## src/design/utf8d_pkg.sv

```systemverilog
package utf8d_pkg;

  localparam logic [20:0] REPLACEMENT_CP = 21'h00FFFD;
  localparam logic [1:0]  CONT_TAG       = 2'b10;

  typedef struct packed {
    logic load;   // take the offered byte into the hold buffer
    logic step;   // run one decode pass over the hold buffer
  } dp_cmd_t;

  typedef struct packed {
    logic has_result;  // the current pass yields a code point
    logic more;        // another result follows the current one for this byte
    logic out_free;    // output register can take a new result this cycle
  } dp_status_t;

  // Sequence length called for by a lead byte; zero for an invalid lead.
  function automatic logic [2:0] seq_len(input logic [7:0] b);
    logic [2:0] len;
    len = 3'd0;
    if (b < 8'h80)                     len = 3'd1;
    else if ((b & 8'hE0) == 8'hC0)     len = 3'd2;
    else if ((b & 8'hF0) == 8'hE0)     len = 3'd3;
    else if ((b & 8'hF8) == 8'hF0)     len = 3'd4;
    return len;
  endfunction

endpackage

```

## src/design/utf8d_datapath.sv

```systemverilog
module utf8d_datapath (
  input  logic                  clk,
  input  logic                  rst,
  input  utf8d_pkg::dp_cmd_t    cmd,
  output utf8d_pkg::dp_status_t status,
  input  logic [7:0]            data_byte,
  input  logic                  end_of_buffer,
  input  logic                  m_tready,
  output logic                  m_tvalid,
  output logic [23:0]           m_tdata,
  output logic                  m_tuser,
  output logic                  m_tlast
);
  import utf8d_pkg::*;

  logic [7:0]  held [4];
  logic [2:0]  count;
  logic        eob;

  logic [7:0]  shifted [4];
  logic [2:0]  count_next;
  logic [2:0]  len;
  logic [2:0]  drop;
  logic [2:0]  next_len;
  logic        bad_cont;
  logic        has_result;
  logic        err;
  logic [20:0] cp;
  logic [2:0]  src;

  logic [20:0] out_cp;
  logic        out_err;
  logic        out_last;
  logic        out_valid;

  always_comb begin
    len = seq_len(held[0]);
    bad_cont = (len >= 3'd2 && held[1][7:6] != CONT_TAG) ||
               (len >= 3'd3 && held[2][7:6] != CONT_TAG) ||
               (len == 3'd4 && held[3][7:6] != CONT_TAG);
    has_result = 1'b1;
    err        = 1'b1;
    cp         = REPLACEMENT_CP;
    drop       = 3'd1;
    if (len == 3'd0) begin
      drop = 3'd1;
    end else if (count < len) begin
      // incomplete sequence: only reported when the buffer ends here
      has_result = eob;
      drop       = 3'd4;
    end else if (bad_cont) begin
      drop = 3'd1;
    end else begin
      err  = 1'b0;
      drop = len;
      case (len)
        3'd1:    cp = {13'd0, held[0]};
        3'd2:    cp = {10'd0, held[0][4:0], held[1][5:0]};
        3'd3:    cp = {5'd0, held[0][3:0], held[1][5:0], held[2][5:0]};
        default: cp = {held[0][2:0], held[1][5:0], held[2][5:0], held[3][5:0]};
      endcase
    end

    count_next = (drop >= count) ? 3'd0 : count - drop;
    for (int i = 0; i < 4; i++) begin
      src = 3'(i) + drop;
      shifted[i] = (src < 3'd4) ? held[src[1:0]] : held[i];
    end

    // look one pass ahead to tag the last result of this byte
    next_len = seq_len(shifted[0]);
    status.has_result = has_result;
    status.more       = has_result && (count_next != 3'd0) &&
                        ((next_len == 3'd0) || (count_next >= next_len) || eob);
    status.out_free   = !out_valid || m_tready;
  end

  always_ff @(posedge clk) begin
    if (cmd.load) begin
      held[count[1:0]] <= data_byte;
      eob              <= end_of_buffer;
    end else if (cmd.step) begin
      for (int i = 0; i < 4; i++) held[i] <= shifted[i];
    end
    if (cmd.step && has_result) begin
      out_cp   <= cp;
      out_err  <= err;
      out_last <= !status.more;
    end
  end

  always_ff @(posedge clk) begin
    if (rst) begin
      count     <= 3'd0;
      out_valid <= 1'b0;
    end else begin
      if (cmd.load)      count <= count + 3'd1;
      else if (cmd.step) count <= count_next;
      if (cmd.step && has_result) out_valid <= 1'b1;
      else if (m_tready)          out_valid <= 1'b0;
    end
  end

  assign m_tvalid = out_valid;
  assign m_tdata  = {3'd0, out_cp};
  assign m_tuser  = out_err;
  assign m_tlast  = out_last;

endmodule

```

## src/design/utf8d_ctrl.sv

```systemverilog
module utf8d_ctrl (
  input  logic                  clk,
  input  logic                  rst,
  input  logic                  s_tvalid,
  output logic                  s_tready,
  input  utf8d_pkg::dp_status_t status,
  output utf8d_pkg::dp_cmd_t    cmd
);
  import utf8d_pkg::*;

  localparam logic [0:0] ST_IDLE = 1'b0;
  localparam logic [0:0] ST_SCAN = 1'b1;

  logic [0:0] state;
  logic [0:0] state_next;

  always_comb begin
    state_next = state;
    s_tready   = 1'b0;
    cmd        = '0;
    case (state)
      ST_IDLE: begin
        s_tready = 1'b1;
        if (s_tvalid) begin
          cmd.load   = 1'b1;
          state_next = ST_SCAN;
        end
      end
      ST_SCAN: begin
        if (!status.has_result) begin
          state_next = ST_IDLE;
        end else if (status.out_free) begin
          cmd.step = 1'b1;
          if (!status.more) state_next = ST_IDLE;
        end
      end
      default: state_next = ST_IDLE;
    endcase
  end

  always_ff @(posedge clk) begin
    if (rst) state <= ST_IDLE;
    else     state <= state_next;
  end

endmodule

```

## src/design/utf8_byte_stream_decoder_core.sv

```systemverilog
// UTF-8 byte stream decoder.
// Slave channel: one raw byte per request on s_tdata, s_tlast marks the last
// byte of a buffer. Master channel: one code point per request, with the
// error flag on m_tuser and m_tlast set on the last code point a byte causes.
// A byte is taken into the four-byte hold buffer; each decode pass over the
// buffer then gives at most one code point. A byte releases from one to four
// code points, one per pass, or none when it only extends a pending sequence.
// Passes run one per cycle through the controller while the output register
// is free, so a bad continuation rescan adds a pass per extra code point.
// A code point shows on the master side in the cycle after its pass.
// The output register lets the next byte be taken while a result waits.
// When the receiver stalls, the pending pass waits and the held result stays
// put; no byte is taken until every result of the current byte has reached
// the output register.
// Synchronous reset empties the hold buffer and the output register.
module utf8_byte_stream_decoder_core (
  input  logic        clk,
  input  logic        rst,
  input  logic        s_tvalid,
  output logic        s_tready,
  input  logic [7:0]  s_tdata,   // [7:0] data_byte
  input  logic        s_tlast,   // end_of_buffer
  output logic        m_tvalid,
  input  logic        m_tready,
  output logic [23:0] m_tdata,   // [20:0] code_point, [23:21] zero
  output logic        m_tuser,   // [0] decode_error
  output logic        m_tlast    // run_last
);
  import utf8d_pkg::*;

  dp_cmd_t    cmd;
  dp_status_t status;

  utf8d_ctrl u_ctrl (
    .clk      (clk),
    .rst      (rst),
    .s_tvalid (s_tvalid),
    .s_tready (s_tready),
    .status   (status),
    .cmd      (cmd)
  );

  utf8d_datapath u_datapath (
    .clk           (clk),
    .rst           (rst),
    .cmd           (cmd),
    .status        (status),
    .data_byte     (s_tdata),
    .end_of_buffer (s_tlast),
    .m_tready      (m_tready),
    .m_tvalid      (m_tvalid),
    .m_tdata       (m_tdata),
    .m_tuser       (m_tuser),
    .m_tlast       (m_tlast)
  );

endmodule
```

## config.mk

```make
export PLATFORM = sky130hd
export DESIGN_NAME = utf8_byte_stream_decoder_core
export DESIGN_NICKNAME = d
export VERILOG_FILES = /design/src/design/utf8d_pkg.sv /design/src/design/utf8d_datapath.sv /design/src/design/utf8d_ctrl.sv /design/src/design/utf8_byte_stream_decoder_core.sv
export SDC_FILE = /design/constraint.sdc
export NUM_CORES = 1
export LEC_CHECK = 0
export ABC_CLOCK_PERIOD_IN_PS = 10700
export BUFFER_PORTS_ARGS = -buffer_cell sky130_fd_sc_hd__buf_2
export CAP_MARGIN = 30
export CORE_AREA = 2 2 97 99
export CTS_BUF_LIST = sky130_fd_sc_hd__clkbuf_4 sky130_fd_sc_hd__clkbuf_8 sky130_fd_sc_hd__clkbuf_16
export CTS_CLUSTER_SIZE = 12
export DETAILED_ROUTE_END_ITERATION = 7
export DIE_AREA = 0 0 99 101
export SLEW_MARGIN = 20
export SYNTH_ARGS = -nofsm -noshare
export SYNTH_HDL_FRONTEND = slang
export SYNTH_SLANG_ARGS = --single-unit
```

## constraint.sdc

```tcl
create_clock -name clk -period 10.7 [get_ports clk]
set_input_delay 1.07 -clock clk [delete_from_list [all_inputs] [get_ports clk]]
set_output_delay 1.07 -clock clk [all_outputs]
set_load 0.005 [all_outputs]
```

Word-level counts from Yosys, hierarchy flattened
Memory sizes are Yosys's and may differ from the RTL's.
Index checks and enable logic that the tools add are counted.
- bits in latches: 0
- memories kept: 1
- output and inout bits: 28
- memory bits (read-only): 0
- logic and storage cells: 101
- input bits: 13
- register bits: 29
- bits in writable memories: 32
- memories (memory ; words ; bits a word ; read ports ; clocked after Yosys merged registers in ; wr ports ; line ; RTL):
    u_datapath.held ; 4 ; 8 ; 8 ; 0 ; 4 ; utf8d_datapath.sv:16 ; logic [7:0] held [4];
- add/sub/neg operators: 5
- shift operators: 0
- mux-type cells: 42
- bitwise gates (word level): 1
- $mul: 0
- divide/modulo/power cells: 0
- order comparisons: 11
- equality and inequality tests: 13
- reductions and logical operators: 21
- operator list (cell ; number):
    21-bit one-hot mux with 3 select lines ; 1
    3-bit two-way mux ; 14
    8-bit two-way mux ; 5
    1-bit two-way mux ; 20
    8-bit < comparator (second input constant) ; 2
    3-bit < comparator (second input constant) ; 4
    5-bit equality test (second input constant) ; 2
    3-bit equality test (second input constant) ; 3
    4-bit equality test (second input constant) ; 2
    8-bit OR reduction ; 1
    2-bit by 3-bit adder with 3-bit output (first input constant) ; 2
    3-bit by 2-bit equality test with 1-bit output (second input constant) ; 2
    3-bit by 2-bit >= comparator with 1-bit output (second input constant) ; 2
    3-bit >= comparator ; 2
    1-bit logical AND ; 6
    3-bit zero test ; 2
    2-bit != test (second input constant) ; 3
    1-bit logical OR ; 5
    2-bit nonzero test ; 2
    1-bit by 3-bit adder with 3-bit output (first input constant) ; 1
    3-bit by 1-bit adder with 3-bit output (second input constant) ; 1
    3-bit by 1-bit equality test with 1-bit output (second input constant) ; 1
    3-bit < comparator ; 1
    3-bit nonzero test ; 1
    other kinds (7) ; 8

Depth between registers and ports, before layout
Gate-level depths: netlist (run 1).
An unclocked memory read counts as a cell.
- word-level depth: 28
- mapped depth: 26
- mapped depth without buffers: 23

By module
Synthesis (run 1) repeated with hierarchy kept, for this count alone.
- cells, all modules: 410
- area, all modules: 4018.9 µm²
- by module, submodules not included (module ; seq. area each (µm²) ; area an instance (µm²) ; instances ; cells each):
    utf8d_datapath ; 1761.7 ; 3963.8 ; 1 ; 403
    utf8d_ctrl ; 20.0 ; 55.1 ; 1 ; 7

Least setup slack after synthesis (run 1)
Ideal clock, no wire load.
- kind: flip-flop to flip-flop
- start point: memory u_datapath.held[0][4]
- end point: register u_ctrl.state
- cell stages (with the launch flop): 22
- data required time: 10566 ps
- path slack: 6457 ps
- arrival time: 4109 ps
- period minus slack after synthesis: 4243 ps
- setup time: 134 ps
- path buffers: 2
- cell sequence: edfxtp_1 > buf_2 > and4b_1 > nor2_1 > ha_1 > nand3_1 > a21oi_2 > a211o_1 > nand2_2 > inv_2 > buf_2 > ha_1 > fa_1 > a311oi_1 > ha_1 > a21o_1 > a21oi_1 > nor2_1 > nor2_1 > nor2_1 > a221oi_2 > a31oi_1
- RTL lines (element ; line ; RTL):
    from (decl) ; utf8d_datapath.sv:16 ;
    to (signal assigned) ; utf8d_ctrl.sv:43 ; else state <= state_next;
    to (decl) ; utf8d_ctrl.sv:14 ; logic [0:0] state;

==> flow_summary.json, run 1 <==
{
  "status": "finished clean",
  "diodes": 0,
  "critical-path-top-delay-family": "compound AO/OA/AOI/OAI gates",
  "cp_cell_sequence": "and4b_1 -> nor2_1 -> ha_1 -> nand3_1 -> a21oi_2 -> a211o_1 -> nand2_2 -> inv_2 -> ha_1 -> fa_1 -> a311oi_1 -> ha_1 -> a21o_1 -> a21oi_1 -> nor2_1 -> nor2_1 -> nor2_1 -> a221oi_2 -> a31oi_1",
  "die_w_um": 99,
  "wl_per_cell_um": 18.66,
  "rr_startpoint": "u_datapath.held[0][6]",
  "drc_errors": 0,
  "rows": 35,
  "synth_enable_flop_cells": 56,
  "ff2ff_setup_slack_ns": 4.81,
  "rsz0062_at_grt": "no",
  "synth_adder_area_share_pct": 3.909,
  "min_from": "u_datapath.m_tvalid",
  "antenna_found_initial": 0,
  "drt-total-wl_um": 10400,
  "gr-usage-all-layers_pct": 21.58,
  "synth_compound_area_share_pct": 23.58,
  "clockBufferDepth": 2,
  "synth_area_per_cell_um2": 9.764,
  "placed_area_um2": 4267,
  "synth_xor_area_share_pct": 0.6516,
  "drt_pass1_iterations": 5,
  "cts_tree": "yes",
  "maxCapViolCount": 0,
  "holdBufCountCts": 0,
  "layout_setup_ws_ns": 4.807,
  "post-place-cells": 538,
  "ys_types": 65,
  "r2r_end": "u_ctrl.state",
  "postRouteAntennaNets": 0,
  "cts_buffers": 9,
  "fin_crit_ns": 5.893,
  "start_util_pct": 44.92,
  "clk_pin_slew_worst_paths_ns": 0.07,
  "ys_ff_latch": 61,
  "dp_hpwl_um": 7538,
  "r2r_cells": 19,
  "cp_common_cell": "nor2_1",
  "clock_sinks": 61,
  "critPathRequiredTime_ns": 10.92,
  "final.setup.tns_ns": 0,
  "end_kind": "register",
  "criticalPathCategory": "register to register",
  "hold_path_class": "register to register",
  "clk_latency_ns": 0.35,
  "ys_warn_count": 0,
  "whs_endpoint": "u_ctrl.state",
  "cp_slowest_stage_delay_ns": 0.75,
  "cp-start-kind": "register",
  "arrival_ns": 6.11,
  "setup_viol": 0,
  "port_buffers": 37,
  "async_flop_share_pct": 0,
  "post-route-period-util_pct": 55.07,
  "yosys.area.top_type_share_pct": 41.70,
  "areaGrowthSynthToFinish_pct": 10.92,
  "hold_depth": 2,
  "fillCellCount": 833,
  "cts_resized": 0,
  "pre_cts_slack_ns": 4.886,
  "stdcell_area_um2": 4473,
  "fmax_mhz": 169.7,
  "cts-root-buf": "clkbuf_8",
  "yosys.area_share.simple_pct": 14.92,
  "cts-htree-levels": 3,
  "synth_area_leaders": "edfxtp_1, nand2_1, mux2i_1",
  "coreArea_um2": 8977,
  "final_cells": 557,
  "grt-ovfl-total": 0,
  "hold_viol": 0,
  "post-cts-setup-buffers": 0,
  "crit_path_max_fanout": 23,
  "vias_per_cell": 6.047,
  "grt_pass1_wl_um": 16650,
  "num_vias": 3368,
  "maxSlewHeadroom_pct": 31.64,
  "tightest_slew_ns": 1.025,
  "crit_slowest_cell": "edfxtp_1",
  "grt_max_degree": 31,
  "syn-cell-area_um2": 4033,
  "gp_congestion": 0.8733,
  "synth_mux_area_share_pct": 7.167,
  "synth_top_area_cell": "edfxtp_1",
  "path_buf_inv": 1,
  "io_pins": 41,
  "drive_gt1_share_pct": 18.16,
  "die_y_um": 101,
  "fin_nets": 466,
  "synth_top_family_by_area": "compound AO/OA/AOI/OAI gates",
  "ys_seq_area_share_pct": 44.18,
  "skew_ns": 0.01180,
  "drt_iter0_drc": 253,
  "grt_pass1_vias": 3151,
  "syn-instance-count": 413,
  "ys.flop_type": "edfxtp_1",
  "die_area_um2": 9999,
  "maxSlewViolCount": 0
}
[tightest hold or removal path, cell delays in order (launching register included)]
cell and delay (ns):
dfxtp_1 0.31, nand2b_1 0.12, a31oi_1 0.09
[kinds of logic after synthesis]
group,Yosys count
compound gates,135
xor+xnor,3
fa+ha+maj,12
buf+inv,50
flops,61
mux,25
other cells,1
simple gates,126
[layer usage]
layer | up-vias | track usage (%) | routed length [um]
li1 | 1615 | - | -
met1 | 1576 | 29.48 | 4752
met2 | 155 | 34.46 | 4699
met3 | 22 | 3.675 | 719
met4 | 0 | 8.219 | 225
met5 | - | 0 | 0
[stage by stage]
step | util, % | hold WS, ns
6_report | 49.83 | 0.5616
4_1_cts | 49.53 | 0.5585
5_1_grt | 49.83 | 0.6263
3_5_place_dp | 47.53 | 0.5467
2_1_floorplan | - | 0.4924
3_3_place_gp | 47.44 | 0.5439
[synthesized netlist by cell type, types with 6 or more instances]
cell type and number:
a221o_1 7, nor2_1 20, clkbuf_1 8, nand3_1 11, a21oi_1 24, buf_1 6, o211ai_1 9, ha_1 11
mux2i_1 21, inv_1 18, and3_1 6, a222oi_1 7, buf_2 10, edfxtp_1 56, o21ai_0 39, nand2_1 60
[registers in the layout, summed over array words and instances, names as in the netlist]
name and cells:
u_datapath.eob 1, u_datapath.count 3, u_ctrl.state 1, u_datapath.m_tlast 1, u_datapath.held 32, u_datapath.out_cp 21
u_datapath.m_tvalid 1, u_datapath.m_tuser 1
[worst max-delay path by stage]
stage                     startpoint           end  slack [ns]  cells after the start
6_report       u_datapath.held[0][6]  u_ctrl.state        4.81                     19
5_1_grt        u_datapath.held[0][6]  u_ctrl.state        4.37                     19
4_1_cts        u_datapath.held[0][6]  u_ctrl.state        4.88                     19
3_5_place_dp   u_datapath.held[0][6]  u_ctrl.state        4.89                     19
3_3_place_gp   u_datapath.held[0][6]  u_ctrl.state        5.14                     19
2_1_floorplan  u_datapath.held[0][4]  u_ctrl.state        6.46                     21
[placed cells by master (no fill, tap or decap), drive strengths merged, types with 3 or more instances in the layout]
cell type	count
nor3b	3
o211ai	9
nor3	5
clkbuf	10
inv	20
nand2	63
mux2i	21
nand3	11
a31oi	4
a221o	7
and2	5
a211oi	4
buf	43
o31ai	4
dfxtp	5
a22oi	6
a21oi	27
clkinv	7
o21ai	45
a222oi	7
conb	3
ha	11
mux4	3
nor2	20
and3	6
a21o	5
edfxtp	56
[area by class of cell]
class,count,area (um2),share of cell area [%]
sequential,61,1782,39.83
clock inverter,7,56.30,1.259
timing repair buffer,44,241.5,5.399
inverter,21,81.33,1.818
multi-input combinational,304,2049,45.82
tap,111,138.9,3.105
clock buffer,9,123.9,2.769
Power of run 1 is not shown: default switching activity piles up to over one toggle a cycle in this logic, so the estimate is an artifact.
==> inputs of run 2 (changes only) <==
--- a/config.mk
+++ b/config.mk
@@ -5,7 +5,7 @@
 export SDC_FILE = /design/constraint.sdc
 export NUM_CORES = 1
 export LEC_CHECK = 0
-export ABC_CLOCK_PERIOD_IN_PS = 10700
+export ABC_CLOCK_PERIOD_IN_PS = 6050
 export BUFFER_PORTS_ARGS = -buffer_cell sky130_fd_sc_hd__buf_2
 export CAP_MARGIN = 30
 export CORE_AREA = 2 2 97 99
==> constraint.sdc (replaced) <==
create_clock -name clk -period 6.05 [get_ports clk]
set_input_delay 0.605 -clock clk [delete_from_list [all_inputs] [get_ports clk]]
set_output_delay 0.605 -clock clk [all_outputs]
set_load 0.005 [all_outputs]
==> run 2 against run 1 <==
  * Setup slack worse by 4.2 ns
  * Fmax is 8.9% higher
  * Via count up 0.12%
  * Hold slack got worse by 0.12 ns
  * Highest routed layer unchanged
  * Die area is the same
  * Clock skew is 0.0080 ns lower
==> flow_summary.json, run 2 (synthesis gave the netlist of run 1 again) <==
{
  "status": "finished clean",
  "rows": 35,
  "gr-usage-all-layers_pct": 21.44,
  "clk_latency_ns": 0.34,
  "largest_reg_flops": 32,
  "largestRegisters": "u_datapath.held: 32 flops, u_datapath.out_cp: 21 flops, u_datapath.count: 3 flops",
  "multi_input_area_um2": 2053,
  "crit_slowest_cell": "edfxtp_1",
  "final_common_cell": "nand2_1",
  "cts-htree-levels": 3,
  "antenna_found_initial": 0,
  "fillCellCount": 841,
  "cts_tree": "yes",
  "post-route-period-util_pct": 89.44,
  "maxCapViolCount": 0,
  "crit_path_max_fanout": 19,
  "fin_crit_ns": 5.411,
  "start_util_pct": 44.92,
  "vias_per_cell": 6.054,
  "fin_nets": 466,
  "end_kind": "register",
  "drt_pass1_iterations": 6,
  "maxSlewHeadroom_pct": 36.58,
  "cp_cell_sequence": "and4b_1 -> nor2_1 -> ha_1 -> nand3_1 -> a21oi_2 -> a211o_1 -> nand2_2 -> inv_2 -> ha_1 -> fa_1 -> a311oi_1 -> ha_1 -> a21o_1 -> a21oi_1 -> nor2_1 -> nor2_1 -> nor2_1 -> a221oi_2 -> a31oi_1",
  "met2_usage_pct": 33.21,
  "cts_resized": 0,
  "port_buffers": 37,
  "coreArea_um2": 8977,
  "die_w_um": 99,
  "top_usage_layer": "met2",
  "grt_pass1_wl_um": 16700,
  "grt_max_degree": 31,
  "cts-root-buf": "clkbuf_8",
  "criticalPathCategory": "register to register",
  "drc_errors": 0,
  "clockBufferDepth": 2,
  "die_y_um": 101,
  "diodes": 0,
  "drive_gt1_share_pct": 18.61,
  "final_cells": 557,
  "regMostFlops": "u_datapath.held",
  "setup_viol": 0,
  "die_area_um2": 9999,
  "path_buf_inv": 1,
  "drt-total-wl_um": 10360,
  "postRouteAntennaNets": 0,
  "clock_sinks": 61,
  "cp_slowest_stage_delay_ns": 0.73,
  "cp_common_cell": "nor2_1",
  "use_met3_pct": 4.508,
  "critPathRequiredTime_ns": 6.26,
  "arrival_ns": 5.62,
  "hold_depth": 1,
  "skew_ns": 0.003787,
  "hold_path_class": "primary input to register",
  "r2r_cells": 19,
  "hold_viol": 0,
  "grt-ovfl-total": 0,
  "tightest_slew_ns": 0.9513,
  "wl_per_cell_um": 18.60,
  "cp-start-kind": "register",
  "post-place-cells": 540,
  "critical-path-top-delay-family": "compound AO/OA/AOI/OAI gates",
  "drt_iter0_drc": 304,
  "met1_usage_pct": 30.28,
  "num_vias": 3372,
  "maxSlewViolCount": 0,
  "areaGrowthSynthToFinish_pct": 11.57,
  "post-cts-setup-buffers": 0,
  "holdBufCountCts": 0,
  "rsz0062_at_grt": "no",
  "final.setup.tns_ns": 0,
  "utilization_pct": 50.12,
  "clk_pin_slew_worst_paths_ns": 0.07,
  "mostFrequentLayoutCells": "nand2_1, edfxtp_1, o21ai_0",
  "crit_cells": 19,
  "io_pins": 41,
  "gp_congestion": 0.8920,
  "cts_buffers": 9,
  "regArea_um2": 1782,
  "dp_hpwl_um": 7476,
  "fmax_mhz": 184.8,
  "grt_pass1_vias": 3159
}
-- run 2: changes by cell type in the layout (fill, tap and decap cells not counted), sizes merged --
cell,before,now
bufinv,1,2
clkbuf,10,11
clkinv,7,5
-- run 2: area by class of cell --
type	count	share of cell area, %
timing repair buffer	44	5.228
tap	111	3.087
inverter	21	1.808
clock inverter	6	1.724
multi-input combinational	304	45.63
clock buffer	10	2.920
sequential	61	39.60
-- run 2: final timing paths --
kind,startpoint,end,slack [ns]
setup / recovery,u_datapath.held[0][6],u_ctrl.state,0.64
hold / removal,s_tlast,u_datapath.eob,0.44
setup reg to reg,u_datapath.held[0][6],u_ctrl.state,0.64
hold reg to reg,u_datapath.m_tvalid,u_datapath.m_tvalid,0.54
-- run 2: worst register-to-register path: stages (launching register included) --
cell and delay (ns):
edfxtp_1 0.73, and4b_1 0.58, nor2_1 0.14, ha_1 0.32, nand3_1 0.12, a21oi_2 0.22, a211o_1 0.42, nand2_2 0.10
inv_2 0.34, ha_1 0.28, fa_1 0.43, a311oi_1 0.44, ha_1 0.32, a21o_1 0.16, a21oi_1 0.14, nor2_1 0.05
nor2_1 0.10, nor2_1 0.05, a221oi_2 0.21, a31oi_1 0.11
-- run 2: metal layers --
metal | wire length [um] | vias up | part of all wire, %
met3 | 701 | 14 | 6.8
met4 | 142 | 0 | 1.4
met5 | 0 | - | 0
li1 | - | 1614 | -
met2 | 4732 | 147 | 46
met1 | 4786 | 1597 | 46
-- run 2: stage by stage --
step / hold slack (ns) / cell area (um2) / setup slack [ns]
floorplan: 0.4924 / 4040 / 1.807
global placement: 0.5360 / 4274 / 0.9541
detailed placement: 0.5294 / 4282 / 0.7351
CTS: 0.4230 / 4491 / 0.7155
global route: 0.4182 / 4499 / 0.2155
finish: 0.4378 / 4499 / 0.6388
Power of run 2 is left out for the same reason.
==> inputs of run 3 (changes only) <==
--- a/config.mk
+++ b/config.mk
@@ -5,6 +5,7 @@
 export SDC_FILE = /design/constraint.sdc
 export NUM_CORES = 1
 export LEC_CHECK = 0
+export ABC_AREA = 1
 export ABC_CLOCK_PERIOD_IN_PS = 6050
 export BUFFER_PORTS_ARGS = -buffer_cell sky130_fd_sc_hd__buf_2
 export CAP_MARGIN = 30
==> run 3 against run 2 <==
  * Global-route usage is 2.0 points higher
  * Non-clock buffer count shrank 3
  * Synthesized area is 0.71% lower
  * Die area is the same
  * Via count increased by 6.0%
  * Critical path depth rose by 4
  * Clock-buffer cell count did not move
  * Highest routed layer unchanged
==> flow_summary.json, run 3 <==
{
  "status": "finished clean",
  "synth_area_per_cell_um2": 8.307,
  "skew_ns": 0.008547,
  "critPathRequiredTime_ns": 6.29,
  "final.setup.tns_ns": 0,
  "cts_tree": "yes",
  "end_kind": "register",
  "clk_latency_ns": 0.35,
  "grt-ovfl-total": 0,
  "arrival_ns": 5.29,
  "ys_warn_count": 0,
  "areaGrowthSynthToFinish_pct": 11.19,
  "num_vias": 3574,
  "cp-startpoint": "u_datapath.held[0][7]",
  "die_y_um": 101,
  "io_pins": 41,
  "maxCapViolCount": 0,
  "regMostFlops": "u_datapath.held",
  "synth_top_area_cell": "edfxtp_1",
  "cts_resized": 0,
  "clock_sinks": 61,
  "port_buffers": 37,
  "regArea_um2": 1782,
  "maxSlewViolCount": 0,
  "grt_pass1_wl_um": 18090,
  "setup_viol": 0,
  "ys_top_cells_by_count": "nand2_1, o21ai_0, edfxtp_1",
  "syn-instance-count": 482,
  "diodes": 0,
  "vias_per_cell": 5.682,
  "yosys.area.top_type_share_pct": 42.00,
  "die_area_um2": 9999,
  "largest_reg_flops": 32,
  "coreArea_um2": 8977,
  "grt_max_degree": 46,
  "synth_enable_flop_cells": 56,
  "utilization_pct": 49.59,
  "hold_path_class": "primary input to register",
  "drive_gt1_share_pct": 19.11,
  "grt_pass1_vias": 3374,
  "gp_congestion": 0.9098,
  "gr-usage-all-layers_pct": 23.49,
  "crit_path_max_fanout": 44,
  "synth_area_leaders": "edfxtp_1, nand2_1, o21ai_0",
  "clockBufferDepth": 2,
  "post-cts-setup-buffers": 0,
  "fin_crit_ns": 5.052,
  "fin_nets": 538,
  "fmax_mhz": 197.9,
  "clk_pin_slew_worst_paths_ns": 0.07,
  "drt-total-wl_um": 10930,
  "hold_viol": 0,
  "whs_ns": 0.4343,
  "syn-cell-area_um2": 4004,
  "mostFrequentLayoutCells": "nand2_1, o21ai_0, edfxtp_1",
  "cts_buffers": 9,
  "postRouteAntennaNets": 0,
  "synth_most_common_cell": "nand2_1",
  "die_w_um": 99,
  "ys_ff_latch": 61,
  "rsz0062_at_grt": "no",
  "drt_pass1_iterations": 5,
  "maxSlewHeadroom_pct": 47.18,
  "rr_startpoint": "u_datapath.held[0][7]",
  "cts-htree-levels": 3,
  "rows": 35,
  "antenna_found_initial": 0,
  "async_flop_share_pct": 0,
  "drc_errors": 0,
  "post-route-period-util_pct": 83.51,
  "criticalPathCategory": "register to register",
  "min_from": "s_tlast",
  "wl_per_cell_um": 17.38,
  "largestRegisters": "u_datapath.held: 32 flops, u_datapath.out_cp: 21 flops, u_datapath.count: 3 flops",
  "holdBufCountCts": 0,
  "drt_iter0_drc": 259,
  "ys.flop_type": "edfxtp_1",
  "multi_input_area_um2": 1903,
  "cp-start-kind": "register",
  "tightest_slew_ns": 0.7898,
  "ff2ff_setup_slack_ns": 1.0,
  "dp_hpwl_um": 7970,
  "final_common_cell": "nand2_1",
  "cts-root-buf": "clkbuf_8",
  "fillCellCount": 879,
  "start_util_pct": 44.60,
  "ys_seq_area_share_pct": 44.50,
  "ys_types": 44
}
==> run 3: final timing paths <==
check	to	cells after the start
worst min register to register	u_datapath.count[2]	2
worst min-delay path	u_datapath.eob	1
worst max-delay path	u_ctrl.state	23
worst max register to register	u_ctrl.state	23
==> run 3: cells by family (layout without fill, tap and decap cells) <==
group                    count (synthesis)  count (layout)  synth area share, %
XOR/XNOR                                 2               2               0.6251
AO/OA/AOI/OAI                          147             147                20.84
adder cells (fa/ha/maj)                 12              12                3.937
multiplexers                             1               1               0.2500
AND/OR/NAND/NOR                        180             180                21.28
flip-flops                              61              61                44.50
buffers and inverters                   78             112                8.469
other                                    1               3              0.09366
==> run 3: per-stage QoR <==
| step | instances | instance area, um2 | setup slack (ns) |
|---|---|---|---|
| after floorplan | 484 | 4011 | 2.075 |
| after global placement | 611 | 4230 | 1.235 |
| after detailed placement | 612 | 4238 | 1.060 |
| after CTS | 628 | 4447 | 1.034 |
| after global routing | 629 | 4452 | 0.4532 |
| final | 629 | 4452 | 0.9976 |
==> run 3: cell type report <==
cell class                      instances  area share, %
Clock buffer                           10          2.951
Clock inverter                          6          1.743
Timing Repair Buffer                   41          4.778
Sequential cell                        61          40.02
Tap cell                              111          3.120
Inverter                               55          4.637
Multi-Input combinational cell        345          42.75
==> run 3: per-layer routing <==
metal / track usage (%) / wire [um] / vias to the layer above
li1: - / - / 1734
met5: 0 / 0 / -
met4: 9.378 / 231 / 0
met2: 37.63 / 5075 / 174
met3: 3.121 / 843 / 18
met1: 32.34 / 4782 / 1648
==> run 3: critical path, stage by stage (launching register included) <==
cell	delay (ns)
edfxtp_1	0.71
nand2_2	0.13
a21oi_2	0.28
inv_1	0.15
ha_1	0.29
nand2_1	0.07
inv_1	0.04
nand2_1	0.09
nand3_2	0.25
nand2_4	0.44
inv_2	0.22
ha_1	0.26
fa_1	0.38
or2_2	0.30
a21oi_1	0.27
ha_1	0.31
a21oi_1	0.15
o21ai_0	0.09
a311oi_1	0.20
nand2_1	0.09
nand2_2	0.06
nand2_1	0.04
nand2_1	0.07
a21oi_2	0.05
Power of run 3 is left out for the same reason.
